## src/sv/smlp_pkg.sv

```systemverilog
// ----------------------------------------------------------------------------
// smlp_pkg
// Shared constants, codes and name tables for the SIP method list parser.
// ----------------------------------------------------------------------------
package smlp_pkg;

  localparam int DEF_MAX_METHODS = 16;
  localparam int DEF_OFFSET_BITS = 12;

  localparam int NAME_MAX = 9;

  localparam logic [3:0] METHOD_ACK       = 4'd0;
  localparam logic [3:0] METHOD_BYE       = 4'd1;
  localparam logic [3:0] METHOD_CANCEL    = 4'd2;
  localparam logic [3:0] METHOD_INFO      = 4'd3;
  localparam logic [3:0] METHOD_INVITE    = 4'd4;
  localparam logic [3:0] METHOD_MESSAGE   = 4'd5;
  localparam logic [3:0] METHOD_NOTIFY    = 4'd6;
  localparam logic [3:0] METHOD_OPTIONS   = 4'd7;
  localparam logic [3:0] METHOD_PRACK     = 4'd8;
  localparam logic [3:0] METHOD_PUBLISH   = 4'd9;
  localparam logic [3:0] METHOD_REFER     = 4'd10;
  localparam logic [3:0] METHOD_REGISTER  = 4'd11;
  localparam logic [3:0] METHOD_SUBSCRIBE = 4'd12;
  localparam logic [3:0] METHOD_UPDATE    = 4'd13;

  localparam logic [1:0] STATUS_OK       = 2'd0;
  localparam logic [1:0] STATUS_INVALID  = 2'd1;
  localparam logic [1:0] STATUS_TOO_MANY = 2'd2;

  localparam logic [7:0] CH_SPACE = 8'h20;
  localparam logic [7:0] CH_TAB   = 8'h09;
  localparam logic [7:0] CH_CR    = 8'h0D;
  localparam logic [7:0] CH_LF    = 8'h0A;
  localparam logic [7:0] CH_COMMA = 8'h2C;
  localparam logic [7:0] CH_V     = 8'h56;
  localparam logic [7:0] CH_U     = 8'h55;
  localparam logic [7:0] CH_G     = 8'h47;

  typedef struct packed {
    logic       hit;
    logic [3:0] code;
  } first_letter_t;

  function automatic logic [3:0] name_len(input logic [3:0] m);
    logic [3:0] len;
    case (m)
      METHOD_ACK:       len = 4'd3;
      METHOD_BYE:       len = 4'd3;
      METHOD_CANCEL:    len = 4'd6;
      METHOD_INFO:      len = 4'd4;
      METHOD_INVITE:    len = 4'd6;
      METHOD_MESSAGE:   len = 4'd7;
      METHOD_NOTIFY:    len = 4'd6;
      METHOD_OPTIONS:   len = 4'd7;
      METHOD_PRACK:     len = 4'd5;
      METHOD_PUBLISH:   len = 4'd7;
      METHOD_REFER:     len = 4'd5;
      METHOD_REGISTER:  len = 4'd8;
      METHOD_SUBSCRIBE: len = 4'd9;
      METHOD_UPDATE:    len = 4'd6;
      default:          len = 4'd0;
    endcase
    return len;
  endfunction

  // Character i of name m; first character in the top byte.
  function automatic logic [7:0] name_char(input logic [3:0] m, input logic [3:0] i);
    logic [8*NAME_MAX-1:0] str;
    logic [7:0]            ch;
    case (m)
      METHOD_ACK:       str = {"ACK", 48'h0};
      METHOD_BYE:       str = {"BYE", 48'h0};
      METHOD_CANCEL:    str = {"CANCEL", 24'h0};
      METHOD_INFO:      str = {"INFO", 40'h0};
      METHOD_INVITE:    str = {"INVITE", 24'h0};
      METHOD_MESSAGE:   str = {"MESSAGE", 16'h0};
      METHOD_NOTIFY:    str = {"NOTIFY", 24'h0};
      METHOD_OPTIONS:   str = {"OPTIONS", 16'h0};
      METHOD_PRACK:     str = {"PRACK", 32'h0};
      METHOD_PUBLISH:   str = {"PUBLISH", 16'h0};
      METHOD_REFER:     str = {"REFER", 32'h0};
      METHOD_REGISTER:  str = {"REGISTER", 8'h0};
      METHOD_SUBSCRIBE: str = "SUBSCRIBE";
      METHOD_UPDATE:    str = {"UPDATE", 24'h0};
      default:          str = '0;
    endcase
    if (int'(i) < NAME_MAX) begin
      ch = str[8*(NAME_MAX-1-int'(i)) +: 8];
    end else begin
      ch = 8'h00;
    end
    return ch;
  endfunction

  function automatic first_letter_t first_letter(input logic [7:0] c);
    first_letter_t r;
    r.hit = 1'b1;
    case (c)
      "A":     r.code = METHOD_ACK;
      "B":     r.code = METHOD_BYE;
      "C":     r.code = METHOD_CANCEL;
      "I":     r.code = METHOD_INFO;
      "M":     r.code = METHOD_MESSAGE;
      "N":     r.code = METHOD_NOTIFY;
      "O":     r.code = METHOD_OPTIONS;
      "P":     r.code = METHOD_PRACK;
      "R":     r.code = METHOD_REFER;
      "S":     r.code = METHOD_SUBSCRIBE;
      "U":     r.code = METHOD_UPDATE;
      default: begin
        r.hit  = 1'b0;
        r.code = METHOD_ACK;
      end
    endcase
    return r;
  endfunction

endpackage

```

## src/sv/smlp_in_stage.sv

```systemverilog
// ----------------------------------------------------------------------------
// smlp_in_stage
// Input register: captures one header byte beat and holds it for the parser.
// ----------------------------------------------------------------------------
module smlp_in_stage import smlp_pkg::*; #(
  parameter int OFFSET_BITS = DEF_OFFSET_BITS
) (
  input  logic                   clk,
  input  logic                   rst,
  input  logic                   s_valid,
  output logic                   s_ready,
  input  logic [7:0]             s_byte,
  input  logic [OFFSET_BITS-1:0] s_offset,
  input  logic                   s_last,
  output logic                   q_valid,
  input  logic                   q_ready,
  output logic [7:0]             q_byte,
  output logic [OFFSET_BITS-1:0] q_offset,
  output logic                   q_last
);

  assign s_ready = !q_valid || q_ready;

  always_ff @(posedge clk) begin
    if (rst) begin
      q_valid <= 1'b0;
    end else if (s_ready) begin
      q_valid <= s_valid;
    end
  end

  always_ff @(posedge clk) begin
    if (s_valid && s_ready) begin
      q_byte   <= s_byte;
      q_offset <= s_offset;
      q_last   <= s_last;
    end
  end

endmodule

```

## src/sv/smlp_parser.sv

```systemverilog
// ----------------------------------------------------------------------------
// smlp_parser
// Method name matcher: one byte per cycle unless out_ready stalls the result; header state and result register.
// ----------------------------------------------------------------------------
module smlp_parser import smlp_pkg::*; #(
  parameter int MAX_METHODS = DEF_MAX_METHODS,
  parameter int OFFSET_BITS = DEF_OFFSET_BITS
) (
  input  logic                   clk,
  input  logic                   rst,
  input  logic                   in_valid,
  output logic                   in_ready,
  input  logic [7:0]             in_byte,
  input  logic [OFFSET_BITS-1:0] first_offset,
  input  logic                   last_byte,
  output logic                   out_valid,
  input  logic                   out_ready,
  output logic                   method_valid,
  output logic [3:0]             method_code,
  output logic [OFFSET_BITS-1:0] method_start,
  output logic [3:0]             method_length,
  output logic                   header_done,
  output logic [1:0]             status,
  output logic [OFFSET_BITS-1:0] error_offset
);

  localparam int CNT_W = $clog2(MAX_METHODS + 1);

  typedef enum logic [1:0] {PH_PRE, PH_NAME, PH_POST, PH_ERR} phase_t;

  phase_t                 phase, phase_next;
  logic [3:0]             current_method, current_method_next;
  logic [3:0]             match_index, match_index_next;
  logic [OFFSET_BITS-1:0] token_start, token_start_next;
  logic [OFFSET_BITS-1:0] byte_position, byte_position_next;
  logic [CNT_W-1:0]       methods_seen, methods_seen_next;
  logic [1:0]             error_status, error_status_next;
  logic [OFFSET_BITS-1:0] error_position, error_position_next;
  logic                   at_start, at_start_next;

  logic [OFFSET_BITS-1:0] cur;
  logic                   lws, comma, start, emit;
  first_letter_t          fl;
  logic                   advance;

  assign in_ready = !out_valid || out_ready;
  assign advance  = in_valid && in_ready;

  always_comb begin
    cur   = at_start ? first_offset : byte_position;
    lws   = (in_byte == CH_SPACE) || (in_byte == CH_TAB) ||
            (in_byte == CH_CR) || (in_byte == CH_LF);
    comma = (in_byte == CH_COMMA);
    fl    = first_letter(in_byte);
    start = 1'b0;
    emit  = 1'b0;

    phase_next          = phase;
    current_method_next = current_method;
    match_index_next    = match_index;
    token_start_next    = token_start;
    methods_seen_next   = methods_seen;
    error_status_next   = error_status;
    error_position_next = error_position;
    at_start_next       = 1'b0;
    byte_position_next  = cur + OFFSET_BITS'(1);

    case (phase)
      PH_PRE: begin
        if (!lws) start = 1'b1;
      end
      PH_NAME: begin
        if (match_index >= name_len(current_method)) begin
          if (lws) begin
            emit       = 1'b1;
            phase_next = PH_POST;
          end else if (comma) begin
            emit       = 1'b1;
            phase_next = PH_PRE;
          end else begin
            error_status_next   = STATUS_INVALID;
            error_position_next = cur;
            phase_next          = PH_ERR;
          end
        end else if (in_byte == name_char(current_method, match_index)) begin
          match_index_next = match_index + 4'd1;
        end else if (current_method == METHOD_INFO && match_index == 4'd2 &&
                     in_byte == CH_V) begin
          current_method_next = METHOD_INVITE;
          match_index_next    = match_index + 4'd1;
        end else if (current_method == METHOD_PRACK && match_index == 4'd1 &&
                     in_byte == CH_U) begin
          current_method_next = METHOD_PUBLISH;
          match_index_next    = match_index + 4'd1;
        end else if (current_method == METHOD_REFER && match_index == 4'd2 &&
                     in_byte == CH_G) begin
          current_method_next = METHOD_REGISTER;
          match_index_next    = match_index + 4'd1;
        end else begin
          error_status_next   = STATUS_INVALID;
          error_position_next = cur;
          phase_next          = PH_ERR;
        end
      end
      PH_POST: begin
        if (comma) begin
          phase_next = PH_PRE;
        end else if (!lws) begin
          start = 1'b1;
        end
      end
      default: ;
    endcase

    if (start) begin
      if (!fl.hit) begin
        error_status_next   = STATUS_INVALID;
        error_position_next = cur;
        phase_next          = PH_ERR;
      end else if (methods_seen >= CNT_W'(MAX_METHODS)) begin
        error_status_next   = STATUS_TOO_MANY;
        error_position_next = cur;
        phase_next          = PH_ERR;
      end else begin
        methods_seen_next   = methods_seen + CNT_W'(1);
        current_method_next = fl.code;
        match_index_next    = 4'd1;
        token_start_next    = cur;
        phase_next          = PH_NAME;
      end
    end

    // Close a name cut off by the end of the header.
    if (last_byte && phase_next == PH_NAME) begin
      if (match_index_next >= name_len(current_method_next)) begin
        emit       = 1'b1;
        phase_next = PH_PRE;
      end else begin
        error_status_next   = STATUS_INVALID;
        error_position_next = cur;
        phase_next          = PH_ERR;
      end
    end
  end

  always_ff @(posedge clk) begin
    if (rst) begin
      phase          <= PH_PRE;
      current_method <= METHOD_ACK;
      match_index    <= '0;
      token_start    <= '0;
      byte_position  <= '0;
      methods_seen   <= '0;
      error_status   <= STATUS_OK;
      error_position <= '0;
      at_start       <= 1'b1;
      out_valid      <= 1'b0;
      method_valid   <= 1'b0;
      method_code    <= '0;
      method_start   <= '0;
      method_length  <= '0;
      header_done    <= 1'b0;
      status         <= STATUS_OK;
      error_offset   <= '0;
    end else begin
      if (advance) begin
        byte_position <= byte_position_next;
        if (last_byte) begin
          phase          <= PH_PRE;
          current_method <= METHOD_ACK;
          match_index    <= '0;
          token_start    <= '0;
          methods_seen   <= '0;
          error_status   <= STATUS_OK;
          error_position <= '0;
          at_start       <= 1'b1;
        end else begin
          phase          <= phase_next;
          current_method <= current_method_next;
          match_index    <= match_index_next;
          token_start    <= token_start_next;
          methods_seen   <= methods_seen_next;
          error_status   <= error_status_next;
          error_position <= error_position_next;
          at_start       <= at_start_next;
        end
        out_valid     <= emit || last_byte;
        method_valid  <= emit;
        method_code   <= emit ? current_method_next : '0;
        method_start  <= emit ? token_start_next : '0;
        method_length <= emit ? match_index_next : '0;
        header_done   <= last_byte;
        status        <= last_byte ? error_status_next : STATUS_OK;
        error_offset  <= (last_byte && error_status_next != STATUS_OK) ?
                         error_position_next : '0;
      end else if (out_ready) begin
        out_valid <= 1'b0;
      end
    end
  end

  a_len_matches_code: assert property (@(posedge clk) disable iff (rst)
    out_valid && method_valid |-> method_length == name_len(method_code))
    else $error("reported length does not match method code");

  a_name_state: assert property (@(posedge clk) disable iff (rst)
    phase == PH_NAME |-> match_index != 4'd0 && current_method <= METHOD_UPDATE)
    else $error("name phase with bad match state");

  a_error_phase: assert property (@(posedge clk) disable iff (rst)
    error_status != STATUS_OK |-> phase == PH_ERR)
    else $error("error status without error phase");

  a_status_on_done: assert property (@(posedge clk) disable iff (rst)
    out_valid && status != STATUS_OK |-> header_done)
    else $error("status reported before end of header");

  a_count_limit: assert property (@(posedge clk) disable iff (rst)
    methods_seen <= CNT_W'(MAX_METHODS))
    else $error("method count above limit");

  a_stall_hold: assert property (@(posedge clk) disable iff (rst)
    out_valid && !out_ready |=> out_valid && $stable(method_code) && $stable(status))
    else $error("result changed while stalled");

endmodule

```

## src/sv/sip_method_list_parser_core.sv

```systemverilog
// ----------------------------------------------------------------------------
// sip_method_list_parser_core
// SIP Allow header method list parser: matches method names byte by byte.
// ----------------------------------------------------------------------------
// An accepted input beat is registered in the input stage and then in the matcher's result register.
// Throughput: one header byte per cycle while m_axis_tready does not stall the
// result; the name compare and state update of the matcher stage run in the same cycle.
// Reset: synchronous; clears the matcher to the start of a new header and
// empties the input and result registers.
module sip_method_list_parser_core import smlp_pkg::*; #(
  parameter int MAX_METHODS = DEF_MAX_METHODS,
  parameter int OFFSET_BITS = DEF_OFFSET_BITS,
  parameter int IN_W        = ((8 + OFFSET_BITS + 7) / 8) * 8,
  parameter int OUT_W       = ((10 + 2 * OFFSET_BITS + 7) / 8) * 8
) (
  input  logic             clk,
  input  logic             rst,
  input  logic             s_axis_tvalid,
  output logic             s_axis_tready,
  // in_byte, first_offset
  input  logic [IN_W-1:0]  s_axis_tdata,
  input  logic             s_axis_tlast,
  output logic             m_axis_tvalid,
  input  logic             m_axis_tready,
  // method_code, method_start, method_length, status, error_offset
  output logic [OUT_W-1:0] m_axis_tdata,
  // method_valid
  output logic             m_axis_tuser,
  output logic             m_axis_tlast
);

  localparam int OUT_USED = 10 + 2 * OFFSET_BITS;

  logic                   q_valid, q_ready, q_last;
  logic [7:0]             q_byte;
  logic [OFFSET_BITS-1:0] q_offset;

  logic [3:0]             method_code, method_length;
  logic [OFFSET_BITS-1:0] method_start, error_offset;
  logic [1:0]             status;

  smlp_in_stage #(
    .OFFSET_BITS(OFFSET_BITS)
  ) u_in (
    .clk      (clk),
    .rst      (rst),
    .s_valid  (s_axis_tvalid),
    .s_ready  (s_axis_tready),
    .s_byte   (s_axis_tdata[7:0]),
    .s_offset (s_axis_tdata[8 +: OFFSET_BITS]),
    .s_last   (s_axis_tlast),
    .q_valid  (q_valid),
    .q_ready  (q_ready),
    .q_byte   (q_byte),
    .q_offset (q_offset),
    .q_last   (q_last)
  );

  smlp_parser #(
    .MAX_METHODS(MAX_METHODS),
    .OFFSET_BITS(OFFSET_BITS)
  ) u_parser (
    .clk           (clk),
    .rst           (rst),
    .in_valid      (q_valid),
    .in_ready      (q_ready),
    .in_byte       (q_byte),
    .first_offset  (q_offset),
    .last_byte     (q_last),
    .out_valid     (m_axis_tvalid),
    .out_ready     (m_axis_tready),
    .method_valid  (m_axis_tuser),
    .method_code   (method_code),
    .method_start  (method_start),
    .method_length (method_length),
    .header_done   (m_axis_tlast),
    .status        (status),
    .error_offset  (error_offset)
  );

  assign m_axis_tdata = OUT_W'(OUT_USED'({error_offset, status, method_length,
                                           method_start, method_code}));

endmodule
```

## config.mk

```make
export PLATFORM = sky130hd
export DESIGN_NAME = sip_method_list_parser_core
export DESIGN_NICKNAME = d
export VERILOG_FILES = /design/src/sv/smlp_pkg.sv /design/src/sv/smlp_in_stage.sv /design/src/sv/smlp_parser.sv /design/src/sv/sip_method_list_parser_core.sv
export SDC_FILE = /design/constraint.sdc
export NUM_CORES = 1
export LEC_CHECK = 0
export ABC_AREA = 1
export BUFFER_PORTS_ARGS = -buffer_cell sky130_fd_sc_hd__buf_2
export CORE_ASPECT_RATIO = 0.6
export CORE_MARGIN = 4
export CORE_UTILIZATION = 54
export CTS_CLUSTER_DIAMETER = 40
export DETAILED_ROUTE_END_ITERATION = 16
export PLACE_DENSITY = 0.76
export REMOVE_ABC_BUFFERS = 1
export SLEW_MARGIN = 5
export SYNTH_ARGS = -nofsm -noshare
export SYNTH_HDL_FRONTEND = slang
export SYNTH_SLANG_ARGS = --single-unit
```

## constraint.sdc

```tcl
create_clock -name clk -period 4.5 [get_ports clk]
set_clock_uncertainty 0.15 [all_clocks]
set_input_delay 0.225 -clock clk [delete_from_list [all_inputs] [get_ports clk]]
set_output_delay 0.225 -clock clk [all_outputs]
set_load 0.05 [all_outputs]
```

==> out/results.ini, run 1 <==
[run_status]
status = finished with violations
violations = negative setup slack

[place]
dp.cells = 1500
gp_congestion = 0.946
port_buffers = 62
place_hpwl_um = 17000

[worst_setup_path]
slowest_delay_ns = 0.37
r2r_slack_ns = -0.06
setup.worst_path.start_class = flip-flop
r2r-end = u_parser.error_offset[0]
r2r_start = u_parser.match_index[0]
cp_max_fo = 8
critPathKind = reg -> reg
slowest_stage = dfxtp_4
ff2ff_path_depth = 37
arrival_ns = 4.77
crit_path_end_kind = flip-flop
worstPathRequired_ns = 4.71

[routing]
totalWireLength_um = 25600
drtIter0Drc = 1082
vias = 8775
first_pass_iters = 6
antenna_left = 0
wl_per_cell_um = 16.2
via_per_inst = 5.56
drc = 0

[synth]
synth_cell_types = 48
synth_ff_type = dfxtp_1
async_flop_share = 0
yosys_warnings = 0
netlist_area_mm2 = 0.00858
synth_seq_cells = 158
synth_edf_count = 21
ys_seq_area_frac = 0.393
synthCells = 1257
avgSynthCellArea_um2 = 6.83

[sta]
tightest_slew_ns = 1.20
setup_slack_ns = -0.0637
fmax_mhz = 219
relSlewSlack = 0.190
min_period_ns = 4.56
fin_crit_sh = 1.01
hold_viol = 0
drv_slew = 0
setup_viol = 24
rsz0062_at_grt = yes
hold_slack_ns = 0.311
tns_ns = -1.02

[clocking]
cts_tree = done
h-tree-depth = 4
clockBufferDepth = 2
cts_buffers = 17
cts_sinks = 158
clock-root-buffer = clkbuf_16
clk_pin_slew_worst_paths_ns = 0.07
worstSkewPairLatency_ns = 0.42

[global_routing]
grt_max_degree = 86
first_global_vias = 7621
grt_pass1_wl_um = 39100
grt_usage = 0.272
antenna_found_initial = 0
grt_overflow = 0

[layout]
num-nets-final = 1420
fin_cells = 1579
antennaDiodeCount = 0
nFillCells = 1257
final_layout_size_suffix_gt1_frac = 0.227
syn2layout_area_growth_pct = 24.3

[power]
ir_worst_vdd_mv = 0.199
powerDensity_mw_per_mm2 = 316
p_leak_nw = 4.88

[hold_path]
hold_start = rst
hp-class = in -> reg
hold-path-cell-count = 3
hold_end = u_parser.method_start[6]

[die]
dieHeight_um = 106
initial_utilization = 0.555
coreArea_mm2 = 0.0155
placementRows = 35
die-area_mm2 = 0.0180
die_w_um = 171
io_pins = 73

[run]
maxCapViolations = 0

==> cell type report <==
type	count	area, µm²	area share
repair buffers	144	1110	0.105
inverters	147	559	0.0524
flip-flops and latches	158	3380	0.317
multi-input cells	895	4750	0.446
clock buffers	19	464	0.0435
clock inverters	13	141	0.0133
well taps	203	254	0.0238
==> synth_stat cells, types with 3 or more instances <==
master	instances	area, µm²
inv_2	20	75.1
nand2_4	3	33.8
buf_4	11	82.6
buf_2	10	50.1
clkbuf_1	35	131
buf_6	4	45.0
nand4_1	8	50.1
nor4_1	4	25.0
dfxtp_1	137	2740
nor2_2	5	31.3
or2_2	3	18.8
o21ai_1	15	75.1
inv_1	124	465
nand2_2	10	62.6
o21ai_2	4	35.0
nor2_1	61	229
edfxtp_1	21	631
xor2_1	9	78.8
ha_1	28	350
o21ai_0	59	295
nand3_1	93	465
o211ai_1	14	105
nand2_1	402	1510
a21oi_1	130	651
nor3_1	16	80.1
==> what timing repair did <==
| action | 4_1_cts | 5_1_grt |
|---|---|---|
| buffers inserted | 2 | 17 |
| pin swaps | 2 | 51 |
| cloned | 0 | 4 |
| endpoints found under the setup margin | 46 | 49 |
| endpoints found under the hold margin | 23 | 0 |
| resized for setup | 12 | 122 |
| hold buffers | 24 | 0 |
==> power by group <==
part | switching (W) | total, W | internal, W
Sequential | 0.0000256 | 0.00149 | 0.00147
Clock | 0.000642 | 0.00148 | 0.000833
Combinational | 0.000273 | 0.000400 | 0.000126
==> worst max-delay path, delay by kind of cell (launching register included) <==
kind	cells	cell delay, ns
AND/OR/NAND/NOR	23	2.13
buffers and inverters	7	0.67
AO/OA/AOI/OAI	5	0.75
flip-flops	1	0.37
adder cells (fa/ha/maj)	2	0.41
==> layer usage <==
| layer | vias up | global-route usage | part of all wire |
|---|---|---|---|
| met4 | 0 | 0.0536 | 0.011 |
| met5 | - | 0 | 0 |
| met2 | 496 | 0.352 | 0.40 |
| met1 | 4001 | 0.431 | 0.45 |
| met3 | 24 | 0.0870 | 0.14 |
| li1 | 4254 | - | - |
==> through the flow <==
step | utilization | instance area (µm²) | setup WS [ns] | total power [W]
final | 0.690 | 10700 | -0.0637 | 0.00337
after global routing | 0.690 | 10700 | -0.342 | 0.00348
after CTS | 0.650 | 10100 | 0.00799 | 0.00333
after detailed placement | 0.591 | 9140 | -0.210 | 0.00186
after global placement | 0.591 | 9140 | -0.0875 | 0.00185
after floorplan | - | 8280 | -0.710 | 0.00175
==> worst max path at each step <==
stage / startpoint / endpoint / slack (ns) / cells after the start
floorplan: u_parser.match_index[0] / u_parser.method_valid / -0.71 / 35
global placement: u_parser.match_index[0] / u_parser.error_offset[1] / -0.09 / 37
detailed placement: u_parser.match_index[0] / u_parser.error_position[10] / -0.21 / 36
CTS: u_parser.match_index[1] / u_parser.error_offset[7] / 0.008 / 36
global route: u_parser.match_index[0] / u_parser.error_offset[8] / -0.34 / 36
finish: u_parser.match_index[0] / u_parser.error_offset[0] / -0.06 / 37
==> layout by cell type, fill, tap and decap left out, types with 6 or more instances in the layout <==
cell type / netlist / final
o21ai_1: 15 / 14
ha_1: 28 / 26
inv_1: 124 / 114
nor2_1: 61 / 52
nand2_2: 10 / 39
inv_6: 0 / 6
nor2_2: 5 / 11
a21oi_2: 1 / 22
xor2_1: 9 / 9
clkbuf_16: 0 / 21
nor3_1: 16 / 15
buf_2: 10 / 62
edfxtp_1: 21 / 21
nand3_1: 93 / 81
conb_1: 1 / 6
dlygate4sd3_1: 0 / 24
a21oi_1: 130 / 109
o211ai_1: 14 / 14
nand3_2: 1 / 12
buf_4: 11 / 46
nand2_4: 3 / 13
dfxtp_1: 137 / 133
nand4_1: 8 / 8
nand2_1: 402 / 363
inv_2: 20 / 29
o21ai_0: 59 / 58
==> kinds of logic (layout without fill, tap and decap cells) <==
| logic type | after synthesis | in the layout | share of synthesized area |
|---|---|---|---|
| simple gates | 615 | 615 | 0.305 |
| other cells | 1 | 6 | 0.000437 |
| fa+ha+maj | 28 | 28 | 0.0408 |
| buf+inv | 209 | 323 | 0.101 |
| compound gates | 235 | 235 | 0.148 |
| xor+xnor | 11 | 11 | 0.0112 |
| flops | 158 | 158 | 0.393 |
Note: power is estimated with default switching activity, not from simulation.
==> run 2: changes to the inputs <==
--- a/config.mk
+++ b/config.mk
@@ -5,14 +5,14 @@
 export SDC_FILE = /design/constraint.sdc
 export NUM_CORES = 1
 export LEC_CHECK = 0
-export ABC_AREA = 1
+export ABC_AREA = 0
 export BUFFER_PORTS_ARGS = -buffer_cell sky130_fd_sc_hd__buf_2
 export CORE_ASPECT_RATIO = 0.6
 export CORE_MARGIN = 4
-export CORE_UTILIZATION = 54
+export CORE_UTILIZATION = 55
 export CTS_CLUSTER_DIAMETER = 40
 export DETAILED_ROUTE_END_ITERATION = 16
-export PLACE_DENSITY = 0.76
+export PLACE_DENSITY = 0.77
 export REMOVE_ABC_BUFFERS = 1
 export SLEW_MARGIN = 5
 export SYNTH_ARGS = -nofsm -noshare
==> out/results.ini, run 2 <==
[routing]
drc = 0  ; unchanged
first_pass_iters = 6  ; unchanged
antenna_left = 0  ; unchanged
drtIter0Drc = 1396  ; +29%
wl_per_cell_um = 21.1  ; +30%
totalWireLength_um = 29800  ; +16%
via_per_inst = 6.35  ; +14%
vias = 8955  ; +2.1%

[power]
ir_worst_vdd_mv = 0.238  ; +20%
internal_power_w = 0.00243  ; +0.35%
powerDensity_mw_per_mm2 = 301  ; -4.6%
power.clock.fraction = 0.437  ; about the same
seq_power_share = 0.435  ; -0.008
p_switching_w = 0.000982  ; +4.3%
p_leak_nw = 4.56  ; -6.6%
swShare = 0.287  ; +0.00780
comb_power_share = 0.128  ; +0.009

[die]
die-area_mm2 = 0.0179  ; -0.85%
placementRows = 35  ; unchanged
io_pins = 73  ; unchanged
die_w_um = 170  ; -0.43%
initial_utilization = 0.563  ; +0.00837
dieHeight_um = 105  ; -0.42%
coreArea_mm2 = 0.0154  ; -0.57%

[sta]
hold_viol = 0  ; unchanged
rsz0062_at_grt = yes
relSlewSlack = 0.265  ; +0.0744
fin_crit_sh = 1.14  ; +0.122
setup_viol = 35  ; +46%
tns_ns = -18.64  ; -17.63 ns
tightest_slew_ns = 1.07  ; -0.130 ns
drv_slew = 0  ; unchanged
setup_slack_ns = -0.614  ; -0.551 ns
min_period_ns = 5.11  ; +0.551 ns
fmax_mhz = 196  ; -11%

[global_routing]
grt_overflow = 0  ; unchanged
antenna_found_initial = 1  ; +1
grt_pass1_wl_um = 44800  ; +14%
grt_max_degree = 50  ; -42%
first_global_vias = 8108  ; +6.4%
grt_usage = 0.319  ; +0.0471

[clocking]
h-tree-depth = 4  ; unchanged
cts_sinks = 158  ; unchanged
cts_buffers = 17  ; unchanged
worstSkewPairLatency_ns = 0.43  ; about the same
clk_pin_slew_worst_paths_ns = 0.07  ; about the same
clockBufferDepth = 2  ; unchanged
clock-root-buffer = clkbuf_16
cts_tree = done

[layout]
final_cell_mix = dfxtp_1, buf_4, nand2_1
antennaDiodeCount = 0  ; unchanged
nFillCells = 1079  ; -14%
num-nets-final = 1252  ; -12%
syn2layout_area_growth_pct = 31.0
layout_commonest_cell = dfxtp_1
design_area_mm2 = 0.0113  ; +6.3%
final_layout_size_suffix_gt1_frac = 0.295  ; +0.0680

[worst_setup_path]
crit_chain = buf_6 -> or4_4 -> nand2_1 -> buf_4 -> a211oi_2 -> o21a_1 -> nor2_1 -> nand4_1 -> o211a_4 -> o31a_1 -> o211ai_1 -> o311ai_2 -> ha_1 -> nand2b_1 -> a21o_1 -> a21o_1 -> a21oi_2 -> or3b_4 -> a2bb2oi_2 -> or3_4 -> buf_4 -> o21ai_2
critPathKind = reg -> reg
setup.worst_path.start_class = flip-flop
slowest_stage = or4_4
cp_max_fo = 6  ; -2
arrival_ns = 5.31  ; +0.54 ns
crit_start = u_parser.match_index[0]
crit_path_end_kind = flip-flop
worstPathRequired_ns = 4.70  ; about the same
slowest_delay_ns = 0.56  ; +0.19 ns
r2r_start = u_parser.match_index[0]

[synth]
yosys_warnings = 0  ; unchanged
synth_top_cell_by_area = dfxtp_1
synth_common_cells = dfxtp_1, nand2_1, a21oi_1
netlist_area_mm2 = 0.00866  ; +0.93%
synth_ff_type = dfxtp_1
synth_seq_cells = 158  ; unchanged
synth.top_cells.by_area = dfxtp_1, edfxtp_1, nand2_1
avgSynthCellArea_um2 = 8.50  ; +25%
synthCells = 1019  ; -19%
synth_cell_types = 93  ; +94%
synth_most_common_cell = dfxtp_1
synth_edf_count = 21  ; unchanged
ys_seq_area_frac = 0.389  ; -0.00363
post-synth-top-area-fraction = 0.317  ; -0.00296
async_flop_share = 0  ; unchanged

[place]
place_hpwl_um = 20100  ; +18%
gp_congestion = 1.02  ; +8.1%
port_buffers = 62  ; unchanged
place_area_mm2 = 0.00983  ; +7.5%

[hold_path]
hold_start = rst
hp-class = in -> reg

[run_status]
violations = negative setup slack
status = finished with violations

[run]
maxCapViolations = 0  ; unchanged

## run 2: cell count changes after synthesis, sizes merged, moves of 16 or more
cell and delta:
a21oi -43, o31ai +24, nand3b +16, nand2 -287, nor3 +18, mux2i +20
a31oi +17, inv -112, o21ai -23, nand3 -71
## run 2: metal layers
layer / up-vias / share of wire / GRT usage
li1: 4032 / - / -
met1: 4230 / 0.44 / 0.504
met2: 643 / 0.40 / 0.422
met3: 48 / 0.16 / 0.106
met4: 2 / 0.0087 / 0.0496
met5: - / 0.00044 / 0
## run 2: worst max-delay path: cells and delay by family, from the launching register on
| kind | cells | cell delay (ns) |
|---|---|---|
| DFF | 1 | 0.33 |
| adders and majority gates | 1 | 0.29 |
| buffers and inverters | 3 | 0.47 |
| AOI/OAI and AO/OA | 11 | 1.80 |
| and+or+nand+nor | 7 | 1.98 |
## run 2: kinds of logic after synthesis
family | Yosys count | share of synthesized area
other | 1 | 0.000433
and+or+nand+nor | 372 | 0.214
muxes | 38 | 0.0543
adders and majority gates | 28 | 0.0405
DFF | 158 | 0.389
AOI/OAI and AO/OA | 291 | 0.225
xor gates and xnor gates | 18 | 0.0191
buffers and inverters | 113 | 0.0574
## run 2: path summary, 6_finish.rpt
kind | endpoint | slack, ns | depth (start not counted)
worst min-delay path | u_parser.token_start[9] | 0.05 | 2
worst max register to register | u_parser.method_start[8] | -0.61 | 22
worst max-delay path | u_parser.method_start[8] | -0.61 | 22
worst min register to register | u_parser.method_start[6] | 0.29 | 2
## run 2: metrics by stage
stage | setup slack (ns) | utilization | hold slack, ns | cells | power (W)
final | -0.614 | 0.738 | 0.0530 | 1411 | 0.00342
after global routing | -0.715 | 0.738 | 0.0564 | 1411 | 0.00350
after CTS | -0.484 | 0.708 | 0.0312 | 1399 | 0.00335
after detailed placement | -0.714 | 0.639 | 0.253 | 1335 | 0.00186
after global placement | -0.526 | 0.639 | 0.251 | 1335 | 0.00186
after floorplan | -1.59 | - | 0.144 | 944 | 0.00172
## run 2: layout make-up
| cell class | instances | area [µm²] | area share |
|---|---|---|---|
| Timing Repair Buffer | 231 | 1700 | 0.150 |
| Tap cell | 203 | 254 | 0.0224 |
| Sequential cell | 158 | 3380 | 0.298 |
| Inverter | 33 | 124 | 0.0109 |
| Clock inverter | 13 | 140 | 0.0124 |
| Multi-Input combinational cell | 754 | 5300 | 0.467 |
| Clock buffer | 19 | 454 | 0.0400 |
## run 2: power groups by stage
stage | Sequential, W | Combinational [W] | Clock [W]
3_3_place_gp | 0.00151 | 0.000343 | 0
6_report | 0.00148 | 0.000438 | 0.00149
5_1_grt | 0.00149 | 0.000461 | 0.00155
2_1_floorplan | 0.00154 | 0.000180 | 0
4_1_cts | 0.00148 | 0.000377 | 0.00149
3_5_place_dp | 0.00151 | 0.000347 | 0
## run 2: timing repair
| item | 4_1_cts | 5_1_grt |
|---|---|---|
| buffers inserted | 5 | 12 |
| pin swaps | 14 | 45 |
| hold buffers | 24 | 0 |
| hold endpoints to repair | 23 | 0 |
| gates cloned | 3 | 1 |
| resized for setup | 42 | 85 |
| setup endpoints to repair | 39 | 59 |
